===== config.mk =====
export PLATFORM = sky130hd
export DESIGN_NAME = scpt_skin
export DESIGN_NICKNAME = d
export VERILOG_FILES = /design/src/rtl/scpt_pkg.sv /design/src/rtl/scpt_skin.sv
export SDC_FILE = /design/constraint.sdc
export NUM_CORES = 1
export LEC_CHECK = 0
export BUFFER_PORTS_ARGS = -buffer_cell sky130_fd_sc_hd__buf_2
export CAP_MARGIN = 20
export CORE_MARGIN = 10
export CORE_UTILIZATION = 45
export DETAILED_ROUTE_END_ITERATION = 6
export PLACE_DENSITY = 0.83
export SLEW_MARGIN = 0
export SYNTH_ARGS = -nofsm -noshare
export SYNTH_HDL_FRONTEND = slang
export SYNTH_SLANG_ARGS = --single-unit

===== constraint.sdc =====
create_clock -name vclk -period 4.84
set_input_delay 0.242 -clock vclk [all_inputs]
set_output_delay 0.242 -clock vclk [all_outputs]
set_load 0.01 [all_outputs]

===== src/rtl/scpt_pkg.sv =====
// Shared types and constants of the skin column peak tracker.
package scpt_pkg;

	localparam int MAX_COLS = 1024;
	localparam int MAX_ROWS = 1024;
	localparam int COL_AW   = $clog2(MAX_COLS);
	localparam int CNT_W    = $clog2(MAX_ROWS + 1);
	localparam int FW_W     = 11;
	localparam int PW_W     = 10;
	localparam int CFG_IW   = 3;
	localparam int CFG_DW   = 11;

	localparam logic [CFG_IW-1:0] CFG_RED_MIN       = 3'd0;
	localparam logic [CFG_IW-1:0] CFG_GREEN_MIN     = 3'd1;
	localparam logic [CFG_IW-1:0] CFG_BLUE_MIN      = 3'd2;
	localparam logic [CFG_IW-1:0] CFG_SPREAD_MIN    = 3'd3;
	localparam logic [CFG_IW-1:0] CFG_RED_GREEN_MIN = 3'd4;
	localparam logic [CFG_IW-1:0] CFG_FRAME_WIDTH   = 3'd5;
	localparam logic [CFG_IW-1:0] CFG_PADDLE_WIDTH  = 3'd6;

	typedef struct packed {
		logic [7:0]  blue;
		logic [7:0]  green;
		logic [7:0]  red;
		logic [9:0]  column;
		logic        frame_end;
	} pix_t;

	typedef struct packed {
		logic [9:0]  peak_column;
		logic [10:0] peak_count;
		logic [9:0]  paddle_left;
	} res_t;

	typedef struct packed {
		logic [7:0]      red_min;
		logic [7:0]      green_min;
		logic [7:0]      blue_min;
		logic [7:0]      spread_min;
		logic [7:0]      red_green_min;
		logic [FW_W-1:0] frame_width;
		logic [PW_W-1:0] paddle_width;
	} cfg_t;

	typedef struct packed {
		logic              wr_en;
		logic [COL_AW-1:0] wr_addr;
		logic [CNT_W-1:0]  wr_data;
		logic              rd_en;
		logic [COL_AW-1:0] rd_addr;
	} mem_req_t;

endpackage


===== src/rtl/scpt_skin.sv =====
// Skin color classifier for one pixel against the threshold registers.
module scpt_skin (
	input  scpt_pkg::pix_t pix,
	input  scpt_pkg::cfg_t cfg,
	output logic           skin
);
	import scpt_pkg::*;

	logic [7:0] lo;
	logic       above_min;
	logic       red_top;
	logic [7:0] rg_diff;
	logic [7:0] spread;

	always_comb begin
		lo        = (pix.blue <= pix.green) ? pix.blue : pix.green;
		above_min = (pix.red > cfg.red_min) && (pix.green > cfg.green_min) &&
			(pix.blue > cfg.blue_min);
		red_top   = (pix.red > pix.green) && (pix.red > pix.blue);
		// Both differences are only used when red is the largest component.
		rg_diff   = pix.red - pix.green;
		spread    = pix.red - lo;
		skin      = above_min && red_top && (rg_diff > cfg.red_green_min) &&
			(spread > cfg.spread_min);
	end

endmodule


### Word-level counts from Yosys, hierarchy flattened

Cells that the tools add are included.

| cells by class | value |
|---|---|
| add/sub/neg operators | 2 |
| bitwise operators | 0 |
| magnitude comparators | 8 |
| shift-type cells | 0 |
| $mul | 0 |
| mux-type cells | 1 |
| reduce and logical (&&, ||, !) cells | 6 |
| equal/unequal tests | 0 |
| divide/modulo/power cells | 0 |

Operator list:

| kind | number |
|---|---|
| 8-bit greater-than comparator | 7 |
| 8-bit subtractor | 2 |
| 8-bit less-or-equal comparator | 1 |
| 8-bit two-way mux | 1 |
| 1-bit logical AND | 6 |

| storage, ports and cells | value |
|---|---|
| register bits | 0 |
| latch bits | 0 |
| memories kept | 0 |
| RAM bits | 0 |
| memory bits (read-only) | 0 |
| logic and storage cells | 17 |
| output and inout bits | 1 |
| input port bits | 96 |

### Depth between registers and ports, before layout

Gate-level depths: netlist of the first run.

| logic depth | value |
|---|---|
| depth in word-level cells | 6 |
| mapped depth | 24 |
| gate-level depth less buffers | 23 |

### Worst setup path after synthesis of the first run

OpenSTA, ideal clock, no wires.

| timing path | value |
|---|---|
| kind | input port to output port |
| start | input pix[20] in the netlist's numbering |
| end | output skin |
| arrival time | 4.494 ns |
| buffers on the path | 1 |
| data required time | 4.598 ns |
| slack | 0.104 ns |
| stages | 22 |
| cell sequence | inv_1 > ha_1 > nor2b_1 > o211ai_1 > a21oi_1 > o32ai_4 > buf_2 > o21a_1 > ha_1 > nor2b_4 > o21a_1 > o21a_1 > o21a_1 > o41ai_4 > xnor3_1 > ha_1 > nand4_1 > nor2_1 > nor4_1 > o211ai_1 > a2111oi_0 > o211a_1 |

| between the ends | value |
|---|---|
| cells in the longest elaborated chain, start to end | 6 |
| elaborated cells on any way between the ends | 14 |
| those cells by class | add/sub: 2; order compare: 5; mux: 1; reduce/logical: 6 |

Ends and longest elaborated chain:

| element | line | RTL |
|---|---|---|
| from (decl) | scpt_skin.sv:3 | `input scpt_pkg::pix_t pix,` |
| branches (longest 5 deep; another with 8-bit less-or-equal comparator) | - |  |
| 1-bit logical AND (*) | scpt_skin.sv:23 | `skin = above_min && red_top && (rg_diff > cfg.red_green_min) &&` |
| to (decl) | scpt_skin.sv:5 | `output logic skin` |

Mark *: on every way between the ends.

### Worst setup path after layout of the first run

Ends and elaborated chain as after synthesis.

==> impl_summary.txt, run 1 <==
----------------------------------------------------
[STA]
  Highest clock frequency the design can meet ... 209 MHz
  Final Slew Violations ... 0
  Part of the cycle the worst path needs ... ~100%
  Final-layout worst hold slack ... 1.03 ns
  Final worst path period need ... about 4.8 ns
  Actual slew at the worst max-slew pin ... roughly 0.45 ns
  Final setup violation count ... 0
  Max transition margin ... a little over two thirds
  Hold violation total from the final report ... 0
  RSZ-0062 raised after global routing ... true
  Setup TNS ... 0 ns

[Power and ir drop]
  Total power density per cell area ... 136 nW/µm²
  Internal power contribution ... ~0.19 mW
  Net Sw Frac ... roughly 50%
  Leakage power ... 1.61 nW
  Clock network fraction of total power ... 0%
  Peak ir drop on the vdd network ... around 0.11 mV
  Net switching power ... about 0.19 mW
  Fraction of power consumed by combinational cells ... 100.0%
  Proportion of power drawn by flip-flops and latches ... 0%

[Critical path]
  Crit-path max FO ... 7
  Type of origin of the critical path ... input port
  Critical setup path kind ... in -> out
  Critical path required time ... between 4 and 5 ns
  Crit path arrival time ... 4.53 ns
  Kind of end point of the critical path ... output port

[Final layout]
  P&R area growth vs syn ... 34.9%
  Final Net Count ... 550
  Post-layout util ... a little over three fifths
  Fill count ... 360
  Total area of sequential cells ... 0 µm²
  Number of antenna cells inserted ... 0
  Clock buffer count in the final layout ... 0
  Count of flip-flops and latches ... 0
  Ratio of cells with drive above 1 in the final layout ... between 20% and 30%
  Area of combinational cells with multiple inputs ... 1860 µm²
  Post-layout instance count excluding filler cells ... between 400 and 500

[Yosys]
  Net Count, Synth ... 446
  Commonest cells in the synthesized netlist ... ha_1 (71), inv_1 (57), a21oi_1 (28)
  Ys Warns ... 0
  Share of synthesized area occupied by flip-flops and latches ... 0%
  Area share of the largest cell type after synthesis ... between 40% and 50%
  Cell accounting for the most synthesized area ... ha_1
  Average footprint of a synthesized cell ... 7.41 µm²
  Number of cells produced by synthesis ... 277
  Area contributors post-synth ... ha_1 (43%), inv_1 (10%), a21oi_1 (6.8%)
  Count of cell types in the netlist ... 32
  Synthesized area ... a little over 2000 µm²
  Most numerous cell in the Yosys netlist ... ha_1

[Route]
  Remaining antenna violation count ... 0
  First drt pass iteration count ... 4
  Via count ... 2,296
  Average vias per placed instance ... between 5 and 6
  Routed wire per std cell ... approximately 14 µm
  Iteration-0 DRC count of the detailed router ... 73
  Total Routed Length ... around 6200 µm
  Number of DRC violations after detailed routing ... 0

[Floorplan]
  Core Footprint ... between 4000 and 5000 µm²
  X dimension of the die ... 87.5 µm
  I/O pin cnt ... between 90 and 100
  Initial Utilization ... 46.8%
  Vertical extent of the die ... ~88 µm
  Row count ... 24
  Total Die Area ... around 7700 µm²

[Clock network]
  Hold bufs inserted after CTS ... 0
  Number of buffers added for setup after CTS ... 0

[Global route]
  First-pass GRT wire length ... 10,600 µm
  Overall global routing resource usage ... 16.0%
  Total congestion overflow after global routing ... 0
  Via count of the first global-routing pass ... between 2,000 and 3,000
  Pin count of the biggest net entering global routing ... 10
  Initial antenna violation count ... 0

[Flow run]
  Max cap viols ... 0

[Placement]
  Port buffer count ... 65
  Final weighted congestion in routability-driven placement ... approximately 0.87
  HPWL after DPL ... between 5000 and 6000 µm
  Cells after DPL ... approximately 430

[Outcome]
  Result of the run ... finished clean

[Min path]
  Class of the tightest hold or removal check ... in -> out

----------------------------------------------------
[power by group through the flow]
stage,clock (mW),sequential [mW],combinational [mW]
after floorplan,0,0,0.231
after detailed placement,0,0,0.363
after CTS,0,0,0.366
after global routing,0,0,0.423
final,0,0,0.376
after global placement,0,0,0.345
[placed cells by master (no fill, tap or decap), drive strengths merged, types with 5 or more instances in the layout]
cell / n
inv: 58
ha: 71
o21ai: 10
o211ai: 7
nand2: 9
nand4: 15
nor3: 5
o21a: 7
buf: 103
nor2: 21
a21oi: 28
xnor2: 6
nor2b: 9
a211oi: 5
[cells by family (layout without fill, tap and decap cells)]
kind of cell	count (synthesis)	count (layout)	synth area share (%)
muxes	1	1	0.488
buffers and inverters	59	161	10.9
and+or+nand+nor	68	68	16.9
adders and majority gates	73	73	45.2
AOI/OAI and AO/OA	66	66	21.6
xor gates and xnor gates	10	10	4.94
[layout make-up]
cell class         count  area share (%)
well taps             52            2.35
inverters             58            7.87
multi-input cells    218            67.4
repair buffers       103            22.4
[per-stage QoR]
stage	power [mW]	instance area, µm²	worst slack, ns
after detailed placement	0.363	2720	-0.451
after global placement	0.345	2720	-0.326
final	0.376	2770	0.0636
after global routing	0.423	2770	-0.186
after CTS	0.366	2740	0.0257
after floorplan	0.231	2050	0.104
[routing by layer]
metal	up-vias	GRT usage, %	part of all wire (%)
met5	-	0	0
met2	50	31.1	53
met1	1049	18.2	42
li1	1189	-	-
met3	8	1.31	3.1
met4	0	3.19	2.0
[worst max-delay path: stages]
cell,delay [ns]
buf_2,0.09
inv_1,0.05
ha_1,0.30
nor2b_1,0.14
o211ai_1,0.19
a21oi_2,0.10
o32ai_4,0.30
buf_6,0.17
o21a_1,0.11
ha_1,0.21
nor2b_4,0.12
o21a_1,0.19
o21a_1,0.19
o21a_1,0.22
o41ai_4,0.21
xnor3_1,0.31
ha_4,0.24
nand4_1,0.10
nor2_1,0.07
nor4_2,0.18
o211ai_1,0.15
a2111oi_2,0.23
buf_4,0.16
o211a_1,0.15
buf_6,0.10
[what timing repair did]
item,in CTS,in global routing
hold endpoints to repair,0,0
pin swaps,3,0
setup endpoints to repair,1,1
gates resized for setup,4,5
[path summary, 6_finish.rpt]
path | start | end | slack, ns | cells after the start
min | cfg[28] | skin | 1.03 | 5
max | pix[20] | skin | 0.06 | 25
Power figures use the tool's default switching activity.
==> run 2, diff against run 1 <==
Settings changed: BUFFER_PORTS_ARGS -buffer_cell sky130_fd_sc_hd__buf_2 to not set, CORE_UTILIZATION 45 to 50, DONT_BUFFER_PORTS set to 1, PLACE_DENSITY 0.83 to 0.7.
==> impl_summary.txt, run 2 (synthesized netlist as in run 1, its figures left out) <==
----------------------------------------------------
[Critical path]
  CP Buf/Inv Count ... 2 (was 5)
  Kind of end point of the critical path ... output port (unchanged)
  Crit-path max FO ... 3 (was 7)
  Cell occurring most often along the worst timing path ... o21a_1 (unchanged)
  Crit-path max cell delay ... 0.30 ns (was 0.31 ns)
  Critical path required time ... 4.60 ns (about the same)
  Cell Chain, Critical Path ... inv_1, ha_1, nor2b_1, o211ai_1, a21oi_2, o32ai_4, nand2_1, o21a_1, ha_1, nor2b_4, o21a_1, o21a_1, o21a_1, o41ai_4, xnor3_1, ha_1, nand4_1, nor2_1, nor4_2, o211ai_1, a2111oi_2, buf_4, o211a_4
  Critical setup path kind ... in -> out (unchanged)
  Crit path arrival time ... 4.37 ns (was 4.53 ns)
  Crit-path slowest cell ... ha_1 (was xnor3_1)
  Gate family responsible for the most delay along the worst path ... compound AO/OA/AOI/OAI gates (unchanged)
  Type of origin of the critical path ... input port (unchanged)

[Global route]
  First-pass GRT wire length ... 8730 µm (was 10,600 µm)
  Pin count of the biggest net entering global routing ... 10 (unchanged)
  Overall global routing resource usage ... 14.0% (was 16.0%)
  Initial antenna violation count ... 0 (unchanged)
  Total congestion overflow after global routing ... 0 (unchanged)
  Via count of the first global-routing pass ... 1,998 (was 2,514)

[Flow run]
  Max cap viols ... 0 (unchanged)

[Final layout]
  Fill count ... 363 (was 360)
  Final Net Count ... 468 (was 550)
  Count of flip-flops and latches ... 0 (unchanged)
  Commonest non-fill, non-tap cell in the layout ... ha_1 (unchanged)
  Number of antenna cells inserted ... 0 (unchanged)
  P&R area growth vs syn ... 12.0% (was 34.9%)
  Ratio of cells with drive above 1 in the final layout ... 10.4% (was 29.8%)
  Total area of sequential cells ... 0 µm² (unchanged)
  Commonest cells after routing, fill and taps aside ... ha_1 (70), inv_1 (57), a21oi_1 (26), nor2_1 (21), buf_4 (21) (was ha_1 (69), buf_2 (64), inv_1 (57), buf_4 (37), a21oi_1 (26))
  Post-layout instance count excluding filler cells ... 347 (was 431)
  Area of combinational cells with multiple inputs ... 1860 µm² (about the same)
  Clock buffer count in the final layout ... 0 (unchanged)

[STA]
  Hold violation total from the final report ... 0 (unchanged)
  RSZ-0062 raised after global routing ... true (unchanged)
  Final setup violation count ... 0 (unchanged)
  Actual slew at the worst max-slew pin ... 0.373 ns (was 0.449 ns)
  Final-layout worst hold slack ... 0.857 ns (was 1.03 ns)
  Highest clock frequency the design can meet ... 217 MHz (was 209 MHz)
  Final worst path period need ... 4.61 ns (was 4.78 ns)
  Final Slew Violations ... 0 (unchanged)
  Max transition margin ... 74.9% (was 69.9%)
  Part of the cycle the worst path needs ... 95.2% (was 98.7%)

[Floorplan]
  Total Die Area ... 7070 µm² (was 7660 µm²)
  Row count ... 23 (was 24)
  X dimension of the die ... 84.1 µm (was 87.5 µm)
  Initial Utilization ... 51.3% (was 46.8%)
  Vertical extent of the die ... 84.1 µm (was 87.5 µm)
  I/O pin cnt ... 97 (unchanged)
  Core Footprint ... 4000 µm² (was 4380 µm²)

[Min path]
  Class of the tightest hold or removal check ... in -> out (unchanged)
  Source of the worst hold timing path ... cfg[28] (unchanged)
  Worst Hold Endpoint ... skin (unchanged)
  Depth of the worst hold-timing path ... 3 (was 5)

[Power and ir drop]
  Total power density per cell area ... 136 nW/µm² (about the same)
  Peak ir drop on the vdd network ... 0.102 mV (was 0.110 mV)
  Leakage power ... 1.27 nW (was 1.61 nW)

[Route]
  Top routing layer in use ... met4 (unchanged)
  Routed wire per std cell ... 15.1 µm (was 14.4 µm)
  Total routed wire length on the met1 layer ... 2230 µm (was 2590 µm)
  First drt pass iteration count ... 4 (unchanged)
  Iteration-0 DRC count of the detailed router ... 83 (was 73)
  Remaining antenna violation count ... 0 (unchanged)
  Met2 wire length ... 2700 µm (was 3280 µm)
  Total Routed Length ... 5230 µm (was 6190 µm)
  Via count ... 1,955 (was 2,296)
  Met3 layer wire length in the routed design ... 180 µm (was 194 µm)
  Number of DRC violations after detailed routing ... 0 (unchanged)
  Average vias per placed instance ... 5.63 (was 5.33)

[Placement]
  Final weighted congestion in routability-driven placement ... 0.904 (was 0.872)
  HPWL after DPL ... 4950 µm (was 5720 µm)
  Port buffer count ... 0 (was 65)
  Cells after DPL ... 347 (was 431)

[Clock network]
  Hold bufs inserted after CTS ... 0 (unchanged)
  Number of buffers added for setup after CTS ... 0 (unchanged)

[Outcome]
  Result of the run ... finished clean (unchanged)

----------------------------------------------------
==> run 2: cell count changes in the layout (fill, tap and decap cells not counted), sizes merged <==
| cell | delta |
|---|---|
| buf | -82 |
==> run 2: worst max path at each step <==
stage,to,start,cells past startpoint,slack [ns]
after detailed placement,skin,pix[20],23,-0.29
after floorplan,skin,pix[20],22,0.10
after global routing,skin,pix[20],23,-0.12
after CTS,skin,pix[20],23,0.04
after global placement,skin,pix[20],23,-0.29
final,skin,pix[20],23,0.23
==> run 2: where the power goes <==
group | switching (mW) | internal, mW
sequential | 0 | 0
clock | 0 | 0
combinational | 0.156 | 0.156
==> run 2: area by class of cell <==
cell class                      instances  share of cell area [%]
Multi-Input combinational cell        218                    80.9
Inverter                               58                    9.48
Timing Repair Buffer                   21                    6.86
Tap cell                               50                    2.72
==> run 2: stage by stage <==
stage / utilization [%] / total power [mW] / worst slack (ns) / area (µm²) / setup TNS (ns)
CTS: 57.0 / 0.312 / 0.0405 / 2280 / 0
floorplan: - / 0.231 / 0.104 / 2050 / 0
global placement: 56.7 / 0.301 / -0.288 / 2270 / -0.288
finish: 57.4 / 0.312 / 0.232 / 2300 / 0
global route: 57.4 / 0.360 / -0.116 / 2300 / -0.116
detailed placement: 56.7 / 0.310 / -0.295 / 2270 / -0.295
==> run 2: layer usage <==
metal | vias up | global-route usage [%]
met5 | - | 0
met3 | 8 | 1.56
met2 | 42 | 26.6
li1 | 1022 | -
met1 | 883 | 16.0
met4 | 0 | 3.04
==> run 2: timing repair <==
| action | 4_1_cts | 5_1_grt |
|---|---|---|
| endpoints found under the setup margin | 1 | 1 |
| endpoints found under the hold margin | 0 | 0 |
| gates resized for setup | 3 | 4 |
| pin swaps | 2 | 1 |
==> run 2: tightest hold or removal path: cells and delay by family <==
kind / cells / cell delay [ns]
compound gates: 1 / 0.18
fa+ha+maj: 1 / 0.16
buf+inv: 1 / 0.03
==> run 3, diff against run 2 <==
Settings changed: ABC_AREA set to 1.
==> impl_summary.txt, run 3 <==
----------------------------------------------------
[Placement]
  Port buffer count ... 0 (unchanged)
  Cells after DPL ... 387 (was 347)
  HPWL after DPL ... 5070 µm (was 4950 µm)
  Placement-stage cell area ... 2220 µm² (was 2270 µm²)
  Setup Slack @ Placement ... 1.01 ns (was -0.295 ns)
  Final weighted congestion in routability-driven placement ... 0.893 (was 0.904)

[Route]
  Remaining antenna violation count ... 0 (unchanged)
  Routed wire per std cell ... 14.1 µm (was 15.1 µm)
  First drt pass iteration count ... 4 (unchanged)
  Number of DRC violations after detailed routing ... 0 (unchanged)
  Average vias per placed instance ... 5.31 (was 5.63)
  Via count ... 2,056 (was 1,955)
  Iteration-0 DRC count of the detailed router ... 114 (was 83)
  Total Routed Length ... 5440 µm (was 5230 µm)

[Global route]
  Met1 GRT Util ... 18.3% (was 16.0%)
  First-pass GRT wire length ... 9440 µm (was 8730 µm)
  Overall global routing resource usage ... 14.6% (was 14.0%)
  Via count of the first global-routing pass ... 2,107 (was 1,998)
  Total congestion overflow after global routing ... 0 (unchanged)
  Global routing's busiest layer ... met2 (unchanged)
  Met3 track demand over resource ... 3.03% (was 1.56%)
  GR Util met2 ... 26.2% (was 26.6%)
  Pin count of the biggest net entering global routing ... 17 (was 10)
  Initial antenna violation count ... 0 (unchanged)

[Power and ir drop]
  Total power of the final layout ... 0.289 mW (was 0.312 mW)
  Total power density per cell area ... 130 nW/µm² (was 136 nW/µm²)
  Proportion of power drawn by flip-flops and latches ... 0% (about the same)
  Internal power contribution ... 0.122 mW (was 0.156 mW)
  Leakage power ... 1.36 nW (was 1.27 nW)
  Peak ir drop on the vdd network ... 0.0445 mV (was 0.102 mV)
  Fraction of power consumed by combinational cells ... 100.0% (about the same)
  Net Sw Frac ... 57.8% (was 49.9%)
  Clock network fraction of total power ... 0% (about the same)
  Net switching power ... 0.167 mW (was 0.156 mW)

[Floorplan]
  Row count ... 23 (unchanged)
  X dimension of the die ... 85.9 µm (was 84.1 µm)
  I/O pin cnt ... 97 (unchanged)
  Core Footprint ... 4120 µm² (was 4000 µm²)
  Initial Utilization ... 52.8% (was 51.3%)
  Total Die Area ... 7380 µm² (was 7070 µm²)
  Vertical extent of the die ... 85.9 µm (was 84.1 µm)

[STA]
  Final setup violation count ... 0 (unchanged)
  Actual slew at the worst max-slew pin ... 0.328 ns (was 0.373 ns)
  Worst Setup Slack, final ... 1.05 ns (was 0.232 ns)
  Final worst path period need ... 3.79 ns (was 4.61 ns)
  Setup TNS ... 0 ns (unchanged)
  Highest clock frequency the design can meet ... 264 MHz (was 217 MHz)
  Part of the cycle the worst path needs ... 78.3% (was 95.2%)
  Final-layout worst hold slack ... 0.890 ns (was 0.857 ns)
  Max transition margin ... 77.9% (was 74.9%)
  Hold violation total from the final report ... 0 (unchanged)
  Final Slew Violations ... 0 (unchanged)
  RSZ-0062 raised after global routing ... false (was true)

[Min path]
  Class of the tightest hold or removal check ... in -> out (unchanged)
  Source of the worst hold timing path ... pix[27] (was cfg[28])
  Depth of the worst hold-timing path ... 6 (was 3)
  Worst Hold Endpoint ... skin (unchanged)

[Flow run]
  Max cap viols ... 0 (unchanged)

[Critical path]
  Critical path required time ... 4.60 ns (about the same)
  Kind of end point of the critical path ... output port (unchanged)
  Gate family responsible for the most delay along the worst path ... simple AND/OR/NAND/NOR gates (was compound AO/OA/AOI/OAI gates)
  Cell occurring most often along the worst timing path ... nand2_1 (was o21a_1)
  Crit-path max cell delay ... 0.42 ns (was 0.30 ns)
  Crit-path slowest cell ... fa_1 (was ha_1)
  Crit path arrival time ... 3.55 ns (was 4.37 ns)
  Type of origin of the critical path ... input port (unchanged)
  CP Buf/Inv Count ... 1 (was 2)
  Critical setup path kind ... in -> out (unchanged)
  Crit-path max FO ... 16 (was 3)

[Yosys]
  Area contributors post-synth ... ha_1 (41%), inv_1 (14%), nand2_1 (9.5%) (was ha_1 (43%), inv_1 (10%), a21oi_1 (6.8%))
  Average footprint of a synthesized cell ... 6.43 µm² (was 7.41 µm²)
  Count of cell types in the netlist ... 29 (was 32)
  Ys Warns ... 0 (unchanged)
  Share of synthesized area occupied by flip-flops and latches ... 0% (unchanged)
  Most numerous cell in the Yosys netlist ... inv_1 (was ha_1)
  Net Count, Synth ... 507 (was 446)
  Synthesized area ... 2170 µm² (was 2050 µm²)
  Number of cells produced by synthesis ... 338 (was 277)
  Commonest cells in the synthesized netlist ... inv_1 (83), ha_1 (71), nand2_1 (55) (was ha_1 (71), inv_1 (57), a21oi_1 (28))
  Cell accounting for the most synthesized area ... ha_1 (unchanged)
  Area share of the largest cell type after synthesis ... 40.9% (was 43.3%)

[Final layout]
  Post-layout util ... 54.1% (was 57.4%)
  P&R area growth vs syn ... 2.36% (was 12.0%)
  Number of antenna cells inserted ... 0 (unchanged)
  Total non-filler cell area in the finished layout ... 2220 µm² (was 2300 µm²)
  Commonest cells after routing, fill and taps aside ... inv_1 (83), ha_1 (71), nand2_1 (55), a21oi_1 (36), nand3_1 (18) (was ha_1 (70), inv_1 (57), a21oi_1 (26), nor2_1 (21), buf_4 (21))
  Count of flip-flops and latches ... 0 (unchanged)
  Commonest non-fill, non-tap cell in the layout ... inv_1 (was ha_1)
  Post-layout instance count excluding filler cells ... 387 (was 347)
  Clock buffer count in the final layout ... 0 (unchanged)
  Final Net Count ... 508 (was 468)
  Ratio of cells with drive above 1 in the final layout ... 2.37% (was 10.4%)
  Total area of sequential cells ... 0 µm² (unchanged)

[Clock network]
  Post-CTS Resized ... 0 (was 3)
  Hold bufs inserted after CTS ... 0 (unchanged)
  Number of buffers added for setup after CTS ... 0 (unchanged)

[Outcome]
  Result of the run ... finished clean (unchanged)

----------------------------------------------------
[run 3: cell count changes after synthesis, moves of 4 or more]
cell      previous run  this run
nand4_1             15         5
a211oi_1             5         0
a21oi_1             28        36
xor2_1               3         7
nand2b_1             4         0
o211ai_1             7         2
inv_1               57        83
nor2_1              21        14
nand2_1              9        55
nor2b_1              8         0
o21ai_0              6        13
nand3_1              4        18
o21a_1               7         1
[run 3: cell type report]
| type | count | area [µm²] |
|---|---|---|
| Inverter | 84 | 315 |
| Tap cell | 50 | 62.6 |
| Fill cell | 434 | 1890 |
| Multi-Input combinational cell | 253 | 1850 |
[run 3: layer usage]
metal	part of all wire, %	vias to the layer above
met5	0	-
met4	0	0
met3	6.3	0
met2	48	53
met1	46	889
li1	-	1114
[run 3: kinds of logic after synthesis]
logic type,after synthesis,synth area share [%]
xor+xnor,11,4.43
fa+ha+maj,73,42.7
buf+inv,85,15.0
simple gates,103,21.2
compound gates,66,16.6
[run 3: power groups by stage]
| stage | Combinational [mW] | Clock, mW | Sequential (mW) |
|---|---|---|---|
| 3_5_place_dp | 0.290 | 0 | 0 |
| 2_1_floorplan | 0.239 | 0 | 0 |
| 6_report | 0.289 | 0 | 0 |
| 4_1_cts | 0.292 | 0 | 0 |
| 3_3_place_gp | 0.282 | 0 | 0 |
| 5_1_grt | 0.350 | 0 | 0 |
[run 3: tightest hold or removal path: cells and delay by family]
kind          cells  cell delay, ns
fa+ha+maj         1            0.10
simple gates      5            0.32
[run 3: worst max-delay path by stage]
stage	slack, ns	cells past startpoint	from	end
6_report	1.05	25	pix[20]	skin
2_1_floorplan	1.44	22	pix[26]	skin
4_1_cts	1.00	25	pix[20]	skin
3_3_place_gp	1.06	25	pix[20]	skin
5_1_grt	0.67	24	pix[20]	skin
3_5_place_dp	1.01	25	pix[20]	skin
