## config.mk

```make
export PLATFORM = sky130hd
export DESIGN_NAME = scpt_ctrl
export DESIGN_NICKNAME = d
export VERILOG_FILES = /design/src/rtl/scpt_pkg.sv /design/src/rtl/scpt_ctrl.sv
export SDC_FILE = /design/constraint.sdc
export NUM_CORES = 1
export LEC_CHECK = 0
export BUFFER_PORTS_ARGS = -buffer_cell sky130_fd_sc_hd__buf_4
export CAP_MARGIN = 10
export CORE_MARGIN = 2
export CORE_UTILIZATION = 57
export CTS_BUF_LIST = sky130_fd_sc_hd__clkbuf_16
export DETAILED_ROUTE_END_ITERATION = 12
export PLACE_DENSITY = 0.87
export SYNTH_ARGS = -nofsm -noshare
export SYNTH_HDL_FRONTEND = slang
export SYNTH_SLANG_ARGS = --single-unit
```

## constraint.sdc

```tcl
create_clock -name clk -period 11.1 [get_ports clk]
set_input_delay 0.555 -clock clk [delete_from_list [all_inputs] [get_ports clk]]
set_output_delay 0.555 -clock clk [all_outputs]
set_load 0.03 [all_outputs]
```

## src/rtl/scpt_pkg.sv

```systemverilog
// Shared types and constants of the skin column peak tracker.
package scpt_pkg;

	localparam int MAX_COLS = 1024;
	localparam int MAX_ROWS = 1024;
	localparam int COL_AW   = $clog2(MAX_COLS);
	localparam int CNT_W    = $clog2(MAX_ROWS + 1);
	localparam int FW_W     = 11;
	localparam int PW_W     = 10;
	localparam int CFG_IW   = 3;
	localparam int CFG_DW   = 11;

	localparam logic [CFG_IW-1:0] CFG_RED_MIN       = 3'd0;
	localparam logic [CFG_IW-1:0] CFG_GREEN_MIN     = 3'd1;
	localparam logic [CFG_IW-1:0] CFG_BLUE_MIN      = 3'd2;
	localparam logic [CFG_IW-1:0] CFG_SPREAD_MIN    = 3'd3;
	localparam logic [CFG_IW-1:0] CFG_RED_GREEN_MIN = 3'd4;
	localparam logic [CFG_IW-1:0] CFG_FRAME_WIDTH   = 3'd5;
	localparam logic [CFG_IW-1:0] CFG_PADDLE_WIDTH  = 3'd6;

	typedef struct packed {
		logic [7:0]  blue;
		logic [7:0]  green;
		logic [7:0]  red;
		logic [9:0]  column;
		logic        frame_end;
	} pix_t;

	typedef struct packed {
		logic [9:0]  peak_column;
		logic [10:0] peak_count;
		logic [9:0]  paddle_left;
	} res_t;

	typedef struct packed {
		logic [7:0]      red_min;
		logic [7:0]      green_min;
		logic [7:0]      blue_min;
		logic [7:0]      spread_min;
		logic [7:0]      red_green_min;
		logic [FW_W-1:0] frame_width;
		logic [PW_W-1:0] paddle_width;
	} cfg_t;

	typedef struct packed {
		logic              wr_en;
		logic [COL_AW-1:0] wr_addr;
		logic [CNT_W-1:0]  wr_data;
		logic              rd_en;
		logic [COL_AW-1:0] rd_addr;
	} mem_req_t;

endpackage

```

## src/rtl/scpt_ctrl.sv

```systemverilog
// Sequencer: reset clear, count update, column scan with clear, and paddle clamp.
module scpt_ctrl (
	input  logic                      clk,
	input  logic                      arst_n,
	input  logic                      in_valid,
	input  scpt_pkg::pix_t            in_pix,
	input  logic                      in_skin,
	output logic                      in_stall,
	input  scpt_pkg::cfg_t            cfg,
	output scpt_pkg::mem_req_t        mem_req,
	input  logic [scpt_pkg::CNT_W-1:0] mem_rd_data,
	output logic                      res_valid,
	output scpt_pkg::res_t            res,
	input  logic                      res_take
);
	import scpt_pkg::*;

	typedef enum logic [7:0] {
		ST_CLEAR  = 8'b0000_0001,
		ST_IDLE   = 8'b0000_0010,
		ST_UPD    = 8'b0000_0100,
		ST_SCAN   = 8'b0000_1000,
		ST_DRAIN  = 8'b0001_0000,
		ST_CLAMP1 = 8'b0010_0000,
		ST_CLAMP2 = 8'b0100_0000,
		ST_FINISH = 8'b1000_0000
	} state_t;

	localparam logic [COL_AW-1:0] LAST_COL = COL_AW'(MAX_COLS - 1);

	state_t              state_q;
	logic [COL_AW-1:0]   cnt_q;
	logic                vld_s1;
	logic [COL_AW-1:0]   idx_s1;
	logic [COL_AW-1:0]   col_q;
	logic                inc_q;
	logic                last_q;
	logic [COL_AW-1:0]   best_col_q;
	logic [CNT_W-1:0]    best_cnt_q;
	logic signed [11:0]  left0_q;
	logic [9:0]          left_q;
	logic [FW_W-1:0]     fw;
	logic                accept;
	logic                take_best;
	logic signed [11:0]  left0;
	logic [11:0]         reach;
	logic [11:0]         alt;
	logic [9:0]          left_fin;

	assign fw       = (cfg.frame_width > FW_W'(MAX_COLS)) ? FW_W'(MAX_COLS) : cfg.frame_width;
	assign in_stall = (state_q != ST_IDLE);
	assign accept   = in_valid && (state_q == ST_IDLE);

	// The first scanned column is taken whenever it lies inside the frame; later ones only when strictly larger.
	assign take_best = vld_s1 && ({1'b0, idx_s1} < fw) &&
		((idx_s1 == '0) || (mem_rd_data > best_cnt_q));

	always_comb begin
		left0 = $signed({2'b00, best_col_q}) - $signed({3'b000, cfg.paddle_width[PW_W-1:1]});
		reach = {1'b0, left0_q[10:0]} + {2'b00, cfg.paddle_width};
		alt   = {1'b0, fw} - {2'b00, cfg.paddle_width} - 12'd1;
		if (fw == '0 || left0_q[11]) begin
			left_fin = '0;
		end else if (reach >= {1'b0, fw}) begin
			left_fin = alt[11] ? 10'd0 : alt[9:0];
		end else begin
			left_fin = left0_q[9:0];
		end
	end

	always_comb begin
		mem_req = '0;
		case (state_q)
			ST_CLEAR: begin
				mem_req.wr_en   = 1'b1;
				mem_req.wr_addr = cnt_q;
			end
			ST_IDLE: begin
				mem_req.rd_en   = accept;
				mem_req.rd_addr = COL_AW'(in_pix.column);
			end
			ST_UPD: begin
				mem_req.wr_en   = inc_q && (mem_rd_data < CNT_W'(MAX_ROWS));
				mem_req.wr_addr = col_q;
				mem_req.wr_data = mem_rd_data + CNT_W'(1);
			end
			ST_SCAN: begin
				mem_req.rd_en   = 1'b1;
				mem_req.rd_addr = cnt_q;
				mem_req.wr_en   = vld_s1;
				mem_req.wr_addr = idx_s1;
			end
			ST_DRAIN: begin
				mem_req.wr_en   = vld_s1;
				mem_req.wr_addr = idx_s1;
			end
			default: begin
				mem_req = '0;
			end
		endcase
	end

	always_ff @(posedge clk or negedge arst_n) begin
		if (!arst_n) begin
			state_q <= ST_CLEAR;
			cnt_q   <= '0;
			vld_s1  <= 1'b0;
		end else begin
			vld_s1 <= (state_q == ST_SCAN);
			case (state_q)
				ST_CLEAR: begin
					cnt_q <= cnt_q + COL_AW'(1);
					if (cnt_q == LAST_COL) begin
						state_q <= ST_IDLE;
					end
				end
				ST_IDLE: begin
					if (accept) begin
						state_q <= ST_UPD;
					end
				end
				ST_UPD: begin
					cnt_q   <= '0;
					state_q <= last_q ? ST_SCAN : ST_IDLE;
				end
				ST_SCAN: begin
					cnt_q <= cnt_q + COL_AW'(1);
					if (cnt_q == LAST_COL) begin
						state_q <= ST_DRAIN;
					end
				end
				ST_DRAIN: begin
					state_q <= ST_CLAMP1;
				end
				ST_CLAMP1: begin
					state_q <= ST_CLAMP2;
				end
				ST_CLAMP2: begin
					state_q <= ST_FINISH;
				end
				ST_FINISH: begin
					if (res_take) begin
						state_q <= ST_IDLE;
					end
				end
				default: begin
					state_q <= ST_IDLE;
				end
			endcase
		end
	end

	always_ff @(posedge clk) begin
		idx_s1 <= cnt_q;
		if (accept) begin
			col_q  <= COL_AW'(in_pix.column);
			inc_q  <= in_skin && ({1'b0, in_pix.column} < fw);
			last_q <= in_pix.frame_end;
		end
		if (state_q == ST_UPD) begin
			best_col_q <= '0;
			best_cnt_q <= '0;
		end
		if (take_best) begin
			best_col_q <= idx_s1;
			best_cnt_q <= mem_rd_data;
		end
		if (state_q == ST_CLAMP1) begin
			left0_q <= left0;
		end
		if (state_q == ST_CLAMP2) begin
			left_q <= left_fin;
		end
	end

	assign res_valid       = (state_q == ST_FINISH);
	assign res.peak_column = 10'(best_col_q);
	assign res.peak_count  = 11'(best_cnt_q);
	assign res.paddle_left = left_q;

endmodule

```

# Word level (Yosys, flattened, before mapping)
# Index checks and enable logic that the tools add are counted.
# totals
reg_bits	84
latch_bits	0
ram_bits	0
mem_bits_ro	0
input_bits	112
out_inout_bits	66
elab_cells	68
n_memories	0
# classes
addsub	6
n_mul	0
n_div	0
magnitude_cmp	6
n_eq_ne	14
n_shift	0
mux	17
bitwise_logic	0
reduce_logical	14
# ops
operator	count
8-bit case mux with 8 select lines	1
11-bit two-way mux	4
10-bit two-way mux	4
11-bit case mux with 3 select lines	1
8-bit two-way mux	4
10-bit by 11-bit less-than comparator with 1-bit output	2
11-bit case mux with 2 select lines	1
10-bit case mux with 2 select lines	1
11-bit by 10-bit adder with 12-bit output	1
12-bit by 11-bit >= comparator with 1-bit output	1
11-bit by 10-bit subtractor with 12-bit output	1
12-bit by 1-bit subtractor with 12-bit output (second input constant)	1
11-bit by 1-bit adder with 11-bit output (second input constant)	1
11-bit greater-than comparator	1
11-bit greater-than comparator (second input constant)	1
11-bit zero test	1
11-bit less-than comparator (second input constant)	1
10-bit by 9-bit subtractor with 11-bit output	1
10-bit by 1-bit adder with 10-bit output (second input constant)	1
10-bit == test (second input constant)	1
10-bit zero test	1
8-bit by 1-bit == test with 1-bit output (second input constant)	1
8-bit by 2-bit == test with 1-bit output (second input constant)	1
8-bit by 3-bit == test with 1-bit output (second input constant)	1
other kinds (14)	23

# Depth between registers and ports, before layout
# Gate-level depths: netlist of the first run.
# logic_depth
depth_word	6
mapped_depth	17
mapped_depth_nobuf	16

# Worst setup path after synthesis of the first run
# No wires, ideal clock.
# synth_path
path_type	input-to-reg
from	input cfg[0] in the netlist's numbering
to	register left_q[0], data pin
setup_ns	0.267
arrival_ns	3.799
t_required_ns	10.833
setup_slack_ns	7.034
cell_stages	17
n_path_buf	1
path_cell_list	ha_1 > fa_1 > a21o_1 > a21oi_1 > o21ai_0 > nor4_1 > o41ai_1 > a21oi_1 > xnor2_1 > ha_1 > nand3_1 > or4_1 > o2111a_1 > and2_1 > buf_2 > a22oi_1 > nor2_1
# synth_between
elab_chain_cells	4
word_cells_on_any_way	6
classes_between	add/sub (3); order compare (1); mux (2)
# synth_lines
item	line_no	rtl
start: declaration	scpt_ctrl.sv:9	input scpt_pkg::cfg_t cfg,
11-bit by 10-bit subtractor with 12-bit output	scpt_ctrl.sv:61	alt = {1'b0, fw} - {2'b00, cfg.paddle_width} - 12'd1;
12-bit by 1-bit subtractor with 12-bit output	scpt_ctrl.sv:61	
10-bit two-way mux	scpt_ctrl.sv:65	left_fin = alt[11] ? 10'd0 : alt[9:0];
10-bit two-way mux *	scpt_ctrl.sv:64	end else if (reach >= {1'b0, fw}) begin
end signal: assignment	scpt_ctrl.sv:172	left_q <= left_fin;
end: declaration	scpt_ctrl.sv:41	logic [9:0] left_q;
# Mark *: on every way between the ends. The rest lies on a longest branch, timed or not.
# A chain may end at the register's enable or synchronous reset.

# Worst setup path after layout of the first run
# layout_path
from	register left0_q[0]
to	register left_q[3], data pin
# layout_between
elab_chain_cells	3
# layout_lines
item	line_no	rtl
start: declaration	scpt_ctrl.sv:40	logic signed [11:0] left0_q;
start signal: assignment	scpt_ctrl.sv:169	left0_q <= left0;
11-bit by 10-bit adder with 12-bit output	scpt_ctrl.sv:60	reach = {1'b0, left0_q[10:0]} + {2'b00, cfg.paddle_width};
12-bit by 11-bit >= comparator with 1-bit output	scpt_ctrl.sv:64	
10-bit two-way mux	scpt_ctrl.sv:64	
# Every way passes these cells.

==> results of run 1 <==
[metrics by stage]
step	hold WS (ps)	util, %	total power, mW
global route	86.8	72.3	1.26
finish	85.8	72.3	1.21
CTS	89.7	72.3	1.20
detailed placement	445	69.2	0.890
floorplan	259	-	0.723
global placement	443	69.2	0.868
[worst max-delay path, stage by stage (launching register included)]
cell and delay, ps:
edfxtp_1 390, ha_1 240, fa_1 420, a21o_1 180, a21oi_1 220, o21ai_0 170, nor4_1 340, o41ai_1 150
a21oi_1 200, xnor2_1 80, ha_1 300, nand3_1 120, or4_1 570, o2111a_1 170, a21oi_1 590, a22oi_1 170
nor2_1 140
[flip-flops by register name, indices dropped and copies added (netlist names)]
register / count
best_cnt_q: 11
left0_q: 11
best_col_q: 10
cnt_q: 10
col_q: 10
idx_s1: 10
left_q: 10
state_q: 8
inc_q: 1
last_q: 1
vld_s1: 1
[final cells by class]
cell class / count / area, sq um
multi-input combinational: 436 / 3270
fill: 678 / 2730
sequential: 83 / 2300
timing repair buffer: 117 / 878
clock buffer: 11 / 275
inverter: 56 / 210
tap: 133 / 166
clock inverter: 5 / 37.5
[metal layers]
layer | up-vias | part of all wire, % | GRT usage [%]
met5 | - | 0 | 0
li1 | 2391 | - | -
met1 | 2425 | 40 | 35.6
met3 | 40 | 7.2 | 4.49
met4 | 0 | 2.5 | 11.9
met2 | 259 | 51 | 49.9
[logic make-up after synthesis]
logic type / Yosys count / share of synthesized area [%]
AOI/OAI and AO/OA: 137 / 16.6
DFF: 83 / 39.4
and+or+nand+nor: 189 / 17.5
adders and majority gates: 74 / 16.3
xor gates and xnor gates: 35 / 5.26
buffers and inverters: 69 / 4.78
muxes: 1 / 0.172
[power by group through the flow]
| stage | Combinational [mW] | Sequential [mW] | Clock, mW |
|---|---|---|---|
| 2_1_floorplan | 0.286 | 0.437 | 0 |
| 3_3_place_gp | 0.454 | 0.413 | 0 |
| 3_5_place_dp | 0.474 | 0.416 | 0 |
| 4_1_cts | 0.480 | 0.410 | 0.312 |
| 5_1_grt | 0.521 | 0.415 | 0.328 |
| 6_report | 0.483 | 0.412 | 0.312 |
[layout by cell type, fill, tap and decap left out, types with 3 or more instances in the layout]
cell type,count
buf_4,117
ha_1,71
inv_1,56
edfxtp_1,54
nor2_1,50
nand2_1,33
o21ai_0,30
a21oi_1,24
and2_4,20
xor2_1,18
dfrtp_1,18
xnor2_1,17
nand3_1,16
a22o_1,13
a21o_1,12
clkbuf_16,11
nand2b_1,10
a222oi_1,10
dfxtp_1,10
nor3_1,9
a22oi_1,8
a211oi_1,7
nor4_1,7
and3_1,7
and2_1,6
nor2b_1,5
o21a_1,5
nand4_1,4
nor3b_1,3
or3_1,3
o41ai_1,3
a211o_1,3
o211ai_1,3
or4_1,3
fa_1,3
inv_6,3
[final timing paths]
path,slack [ps],end,start,depth (start not counted)
max in group asynchronous,10750,state_q[0],arst_n,1
max reg2reg,6510,left_q[3],left0_q[0],16
max,6510,left_q[3],left0_q[0],16
min reg2reg,470,idx_s1[8],cnt_q[8],0
min,90,cnt_q[0],arst_n,1
min in group clk,390,last_q,in_pix[0],1
==> flow_metrics.py, run 1 <==
metrics = {
    "clock_tree": {
        "worstSkewPairLatency_ps": 340,
        "htreeDepth": 3,
        "ctsResizeCount": 0,
        "cts.sinks": 83,
        "cts_buffers": 9,
        "post-cts-setup-buffers": 0,
        "clk_path_buf_depth": 2,
        "clockRootBuffer": "clkbuf_16",
        "cts.reportedPaths.clkPinSlew_ps": 70,
        "cts_tree": "yes",
        "postCtsHoldBufs": 0,
    },
    "route": {
        "dr.pass1.iters": 5,
        "antenna_left": 0,
        "vias_per_cell": 6.08,
        "via_count": 5115,
        "wire_per_inst_um": 18.7,
        "wl_um": 15800,
        "post-route-drc-count": 0,
        "drt_iter0_markers": 372,
    },
    "floorplanning": {
        "die_x_um": 105,
        "core_sq_mm": 0.00986,
        "ios": 178,
        "fp.dieH_um": 105,
        "die_area_sq_mm": 0.0111,
        "rows": 36,
        "initial_utilization_pct": 59.1,
    },
    "timing": {
        "slew-limit-headroom_pct": 37.2,
        "maxSlewViolCount": 0,
        "fin_ws_ps": 6510,
        "timing.final.crit_share_pct": 41.3,
        "tightest_slew_ps": 939,
        "hold_violations": 0,
        "max_freq_mhz": 218,
        "skew_ps": 7.71,
        "grt_setup_unrepaired": "false",
        "setup_viol": 0,
        "tns_ps": 0,
        "fin_crit_ps": 4590,
    },
    "placed_design": {
        "dpl.hpwl_um": 11900,
        "post-place-cells": 825,
        "io_buffer_count": 113,
        "dpl_cell_area_sq_mm": 0.00682,
        "gp_congestion": 0.887,
        "pre_cts_ws_ps": 6270,
    },
    "finish": {
        "diodes": 0,
        "fin_cells": 841,
        "nets": 889,
        "syn2layout_area_growth_pct": 22.3,
        "final_cell_area_sq_mm": 0.00713,
        "layout-drive-gt1-share_pct": 23.0,
    },
    "pwr": {
        "p_switching_mw": 0.464,
        "pwr_density_cell_mw_per_mm2": 169,
        "sequentialPowerShare_pct": 34.1,
        "comb_power_share_pct": 40.0,
        "p_int_mw": 0.744,
        "p_leak_nw": 3.40,
        "clock_power_share_pct": 25.9,
        "switching_share_pct": 38.4,
        "irDropWorstVdd_mv": 0.136,
    },
    "worst_setup_path": {
        "path_class": "reg2reg",
        "worstPathArrival_ps": 4780,
        "crit_fanout": 8,
        "cp-end-kind": "register",
        "worst_setup_path_start_kind": "register",
        "required_ps": 11290,
    },
    "synthesis": {
        "synth-edff-count": 54,
        "yosysWarningCount": 0,
        "synth.most_common_cell": "ha_1",
        "netlist_area_sq_mm": 0.00583,
        "ys_types": 61,
        "synth_top_area_cell": "edfxtp_1",
        "synth_nets": 774,
        "yosys.area.top_type_share_pct": 27.8,
        "yosys-top-cells-area": "edfxtp_1, ha_1, dfrtp_1, inv_1, dfxtp_1",
        "synthFlopType": "edfxtp_1",
        "syn_avg_cell_area_sq_um": 9.92,
        "syn_inst": 588,
        "ys_seq_area_share_pct": 39.4,
        "ys_ff_latch": 83,
        "async_flop_share_pct": 22.9,
        "synth_common_cells": "ha_1, inv_1, edfxtp_1",
    },
    "outcome": {
        "status": "finished, final reports clean",
    },
    "global_route": {
        "grt_start_max_net_pins": 23,
        "overflow": 0,
        "grt_first_pass_wirelength_um": 25100,
        "grt_pass1_vias": 5172,
        "grt.total_usage_pct": 28.8,
        "antenna_found_initial": 0,
    },
    "worst_hold_path": {
        "timing.hold.worst.class": "in2async",
    },
    "flow_run": {
        "drv_cap": 0,
    },
}
No activity file was read; power rests on OpenSTA's default activity.
==> run 2: changes to the inputs <==
--- a/config.mk
+++ b/config.mk
@@ -8,10 +8,10 @@
 export BUFFER_PORTS_ARGS = -buffer_cell sky130_fd_sc_hd__buf_4
 export CAP_MARGIN = 10
 export CORE_MARGIN = 2
-export CORE_UTILIZATION = 57
+export CORE_UTILIZATION = 53
 export CTS_BUF_LIST = sky130_fd_sc_hd__clkbuf_16
 export DETAILED_ROUTE_END_ITERATION = 12
-export PLACE_DENSITY = 0.87
+export PLACE_DENSITY = 0.82
 export SYNTH_ARGS = -nofsm -noshare
 export SYNTH_HDL_FRONTEND = slang
 export SYNTH_SLANG_ARGS = --single-unit
==> constraint.sdc (replaced) <==
create_clock -name clk -period 4.5 [get_ports clk]
set_input_delay 0.225 -clock clk [delete_from_list [all_inputs] [get_ports clk]]
set_output_delay 0.225 -clock clk [all_outputs]
set_load 0.03 [all_outputs]
==> run 2 against run 1 <==
Compared with the run above:
- final cell count increased by 1.3%
- final area increased by 0.35%
- clock power increased by 130%
- routed wire length decreased by 4.2%
- clock skew decreased by 0.76 ps
- worst setup slack got worse by 6300 ps
- core utilization decreased by 6.0 points
- die area increased by 7.3%
- critical path type unchanged
- largest power group unchanged
- highest routed layer unchanged
==> flow_metrics.py, run 2 (synthesis results as in run 1) <==
metrics = {
    "outcome": {
        "status": "finished, final reports clean",
    },
    "pwr": {
        "comb_power_share_pct": 40.6,
        "switching_share_pct": 38.9,
        "p_switching_mw": 1.13,
        "p_int_mw": 1.77,
        "sequentialPowerShare_pct": 35.0,
        "irDropWorstVdd_mv": 0.321,
        "clock_power_share_pct": 24.5,
        "pwr_density_cell_mw_per_mm2": 406,
        "p_leak_nw": 3.40,
    },
    "clock_tree": {
        "cts.reportedPaths.clkPinSlew_ps": 70,
        "htreeDepth": 3,
        "cts_tree": "yes",
        "clk_path_buf_depth": 2,
        "worstSkewPairLatency_ps": 350,
        "clockRootBuffer": "clkbuf_16",
        "cts.sinks": 83,
        "cts_buffers": 9,
    },
    "worst_setup_path": {
        "worstPathArrival_ps": 4390,
        "path_class": "reg2reg",
        "cp-end-kind": "register",
        "required_ps": 4590,
        "crit_fanout": 11,
        "worst_setup_path_start_kind": "register",
    },
    "global_route": {
        "overflow": 0,
        "use_met1_pct": 33.0,
        "busiest_layer": "met2",
        "grt_first_pass_wirelength_um": 23700,
        "grt.total_usage_pct": 26.2,
        "grt_start_max_net_pins": 23,
        "grtUsageMet2_pct": 45.3,
        "grt_use_met3_pct": 4.90,
        "grt_pass1_vias": 4872,
        "antenna_found_initial": 0,
    },
    "finish": {
        "largestRegisters": "best_cnt_q (11), left0_q (11)",
        "final_cell_area_sq_mm": 0.00716,
        "nets": 893,
        "syn2layout_area_growth_pct": 22.7,
        "final_common_cell": "buf_4",
        "layout-drive-gt1-share_pct": 23.7,
        "final_cell_mix": "buf_4, ha_1, inv_1",
        "diodes": 0,
    },
    "timing": {
        "fin_ws_ps": 203,
        "max_freq_mhz": 233,
        "tightest_slew_ps": 963,
        "skew_ps": 6.95,
        "tns_ps": 0,
        "maxSlewViolCount": 0,
        "setup_viol": 0,
        "fin_crit_ps": 4300,
        "slew-limit-headroom_pct": 35.5,
        "hold_violations": 0,
        "timing.final.crit_share_pct": 95.5,
    },
    "route": {
        "dr.pass1.iters": 5,
        "wl_um": 15100,
        "via_count": 5046,
        "antenna_left": 0,
        "vias_per_cell": 5.92,
        "wire_per_inst_um": 17.7,
        "post-route-drc-count": 0,
        "drt_iter0_markers": 339,
    },
    "placed_design": {
        "gp_congestion": 0.938,
        "dpl.hpwl_um": 11600,
        "io_buffer_count": 113,
        "dpl_cell_area_sq_mm": 0.00685,
        "pre_cts_ws_ps": 124,
    },
    "floorplanning": {
        "fp.dieH_um": 109,
        "die_x_um": 109,
        "ios": 178,
        "core_sq_mm": 0.0108,
        "initial_utilization_pct": 54.0,
        "die_area_sq_mm": 0.0119,
        "rows": 38,
    },
    "worst_hold_path": {
        "timing.hold.worst.class": "in2reg",
    },
    "flow_run": {
        "drv_cap": 0,
    },
}
-- run 2: critical path, cell delays in order (launching register included) --
cell and delay, ps:
edfxtp_1 400, ha_1 240, fa_1 410, a21o_1 190, a21oi_2 170, o21ai_0 200, nor4_2 310, o41ai_1 130
a21oi_1 190, xnor2_1 80, ha_1 300, nand3_1 110, or4_1 550, o2111a_1 160, and2_2 280, a22oi_1 240
nor2_1 60
-- run 2: what timing repair did --
item	CTS	global route
endpoints found under the setup margin	0	10
resized for setup	0	3
endpoints found under the hold margin	19	0
hold buffers	1	0
setup buffers	0	1
-- run 2: path summary, 6_finish.rpt --
| check | startpoint | end | slack (ps) | cells past startpoint |
|---|---|---|---|---|
| max | left0_q[0] | left_q[2] | 200 | 16 |
| min | in_pix[0] | last_q | 50 | 1 |
| max reg2reg | left0_q[0] | left_q[2] | 200 | 16 |
| min reg2reg | cnt_q[4] | idx_s1[4] | 500 | 0 |
| max in group asynchronous | arst_n | state_q[0] | 3940 | 2 |
| min in group asynchronous | arst_n | cnt_q[4] | 300 | 2 |
-- run 2: layout make-up --
class,count,area [sq um]
clock buffers,9,225
well taps,140,175
repair buffers,121,911
inverters,56,210
flip-flops and latches,83,2300
clock inverters,7,60.1
multi-input cells,436,3280
fillers,833,3630
-- run 2: per-stage QoR --
stage          std cells  hold WS (ps)  power, mW  util (%)
2_1_floorplan        588         -70.6       1.78         -
3_3_place_gp         834           113       2.14      63.4
3_5_place_dp         834           116       2.19      63.4
4_1_cts              851          43.5       2.91      66.2
5_1_grt              852          33.7       3.06      66.3
6_report             852          48.3       2.90      66.3
-- run 2: power groups by stage --
| stage | Combinational, mW | Clock [mW] | Sequential [mW] |
|---|---|---|---|
| after floorplan | 0.705 | 0 | 1.08 |
| after global placement | 1.13 | 0 | 1.02 |
| after CTS | 1.18 | 0.715 | 1.01 |
| after detailed placement | 1.17 | 0 | 1.03 |
| after global routing | 1.28 | 0.759 | 1.02 |
| final | 1.18 | 0.710 | 1.02 |
-- run 2: metal layers --
metal	wire (um)	vias up
li1	-	2394
met1	6230	2417
met2	7560	205
met3	990	30
met4	304	0
met5	0	-
==> run 3: changes to the inputs <==
--- a/config.mk
+++ b/config.mk
@@ -11,7 +11,7 @@
 export CORE_UTILIZATION = 53
 export CTS_BUF_LIST = sky130_fd_sc_hd__clkbuf_16
 export DETAILED_ROUTE_END_ITERATION = 12
-export PLACE_DENSITY = 0.82
+export PLACE_DENSITY = 0.93
 export SYNTH_ARGS = -nofsm -noshare
 export SYNTH_HDL_FRONTEND = slang
 export SYNTH_SLANG_ARGS = --single-unit
==> run 3 against run 2 <==
Compared with the run above:
- worst setup slack better by 19 ps
- count of clock-buffer cells in the layout increased by 1
- sequential share of layout area fell by 0.17 points
- highest routed layer unchanged
- via count up 1.1%
- hold slack better by 2.6 ps
- sequential power about the same
- die area unchanged
- critical endpoint is now left_q[8]
- register-to-register slack better by 20 ps
- final area grew 0.54%
- first-iteration DRC count increased by 37%
- fmax rose by 0.46%
- largest cell class unchanged
==> flow_metrics.py, run 3 (synthesis results as in run 1) <==
metrics = {
    "timing": {
        "maxSlewViolCount": 0,
        "setup_viol": 0,
        "fin_hold_ws_ps": 50.9,
        "grt_setup_unrepaired": "false",
        "tightest_slew_ps": 910,
        "tns_ps": 0,
        "fin_ws_ps": 222,
        "skew_ps": 5.61,
        "max_freq_mhz": 234,
        "timing.final.crit_share_pct": 95.1,
        "hold_violations": 0,
        "slew-limit-headroom_pct": 39.1,
        "fin_crit_ps": 4280,
    },
    "worst_setup_path": {
        "crit_fanout": 11,
        "path_class": "reg2reg",
        "path_buf_inv": 1,
        "rr_worst_depth": 17,
        "worst_setup_path_start_kind": "register",
        "crit_chain": "ha_2, fa_1, a21o_1, a21oi_2, o21ai_1, nor4_2, buf_4, o41ai_1, a21oi_1, xnor2_1, ha_1, nand3_1, or4_4, o2111a_1, and2_4, a22oi_1, nor2_1",
        "critical_path.top_delay_family": "simple AND/OR/NAND/NOR gates",
        "cp-end-kind": "register",
        "required_ps": 4590,
        "slowest_delay_ps": 570,
        "crit_slowest_cell": "or4_4",
        "path_depth": 17,
        "worstPathArrival_ps": 4370,
    },
    "route": {
        "antenna_left": 0,
        "wl_um": 15700,
        "wire_per_inst_um": 18.5,
        "dr.pass1.iters": 7,
        "post-route-drc-count": 0,
        "drt_iter0_markers": 463,
        "vias_per_cell": 5.99,
        "via_count": 5102,
    },
    "placed_design": {
        "dpl.hpwl_um": 12000,
        "io_buffer_count": 113,
        "pre_cts_ws_ps": -56.1,
        "gp_congestion": 0.932,
        "dpl_cell_area_sq_mm": 0.00685,
    },
    "finish": {
        "final_cell_area_sq_mm": 0.00720,
        "final_util_pct": 66.7,
        "nets": 893,
        "layout-drive-gt1-share_pct": 24.0,
        "syn2layout_area_growth_pct": 23.4,
        "diodes": 0,
        "final_cell_mix": "buf_4, ha_1, inv_1",
        "largestRegisters": "best_cnt_q (11), left0_q (11)",
        "final_common_cell": "buf_4",
    },
    "flow_run": {
        "drv_cap": 0,
    },
    "floorplanning": {
        "rows": 38,
        "ios": 178,
        "core_sq_mm": 0.0108,
        "initial_utilization_pct": 54.0,
        "die_area_sq_mm": 0.0119,
        "fp.dieH_um": 109,
        "die_x_um": 109,
    },
    "global_route": {
        "antenna_found_initial": 0,
        "grt.total_usage_pct": 27.0,
        "grt_start_max_net_pins": 23,
        "overflow": 0,
        "grt_first_pass_wirelength_um": 24700,
        "grt_pass1_vias": 5097,
    },
    "worst_hold_path": {
        "timing.hold.worst.class": "in2reg",
        "hold_depth": 1,
    },
    "clock_tree": {
        "clk_path_buf_depth": 2,
        "htreeDepth": 3,
        "clockRootBuffer": "clkbuf_16",
        "cts_buffers": 9,
        "worstSkewPairLatency_ps": 350,
        "cts_tree": "yes",
        "cts.reportedPaths.clkPinSlew_ps": 70,
        "cts.sinks": 83,
    },
    "pwr": {
        "irDropWorstVdd_mv": 0.368,
        "p_leak_nw": 3.43,
        "pwr_density_cell_mw_per_mm2": 418,
    },
    "outcome": {
        "status": "finished, final reports clean",
    },
}
==> run 3: worst paths after layout <==
check,start,to,slack [ps]
worst max-delay path,left0_q[0],left_q[8],220
worst min-delay path,in_pix[0],last_q,50
worst max register to register,left0_q[0],left_q[8],220
worst min register to register,cnt_q[4],idx_s1[4],500
max in group asynchronous,arst_n,state_q[0],3950
min in group asynchronous,arst_n,cnt_q[4],290
==> run 3: report_power, final <==
part | leakage, nW | internal (mW) | switching, mW
registers | 0.842 | 0.942 | 0.0724
clock network | 0.160 | 0.469 | 0.326
logic | 2.43 | 0.453 | 0.745
total | 3.43 | 1.86 | 1.14
==> run 3: what timing repair did <==
| action | CTS | global route |
|---|---|---|
| setup buffers | 0 | 0 |
| setup endpoints to repair | 9 | 10 |
| resized for setup | 1 | 6 |
| pin swaps | 0 | 1 |
| hold buffers | 1 | 0 |
| hold endpoints to repair | 18 | 0 |
==> run 3: layout make-up <==
cell class	instances	area [sq um]
Sequential cell	83	2300
Tap cell	140	175
Inverter	56	210
Clock inverter	6	66.3
Clock buffer	10	250
Timing Repair Buffer	121	911
Multi-Input combinational cell	436	3290
Fill cell	781	3590
==> run 3: stage by stage <==
step           total power [mW]  std cells
2_1_floorplan              1.78        588
3_3_place_gp               2.14        835
3_5_place_dp               2.20        835
4_1_cts                    3.00        852
5_1_grt                    3.14        852
6_report                   3.01        852
==> run 3: layer usage <==
layer / vias up / GRT usage (%) / part of all wire (%)
met2: 231 / 47.3 / 50
met1: 2435 / 32.8 / 40
met4: 0 / 9.71 / 2.7
met3: 46 / 5.68 / 7.7
met5: - / 0 / 0
li1: 2390 / - / -
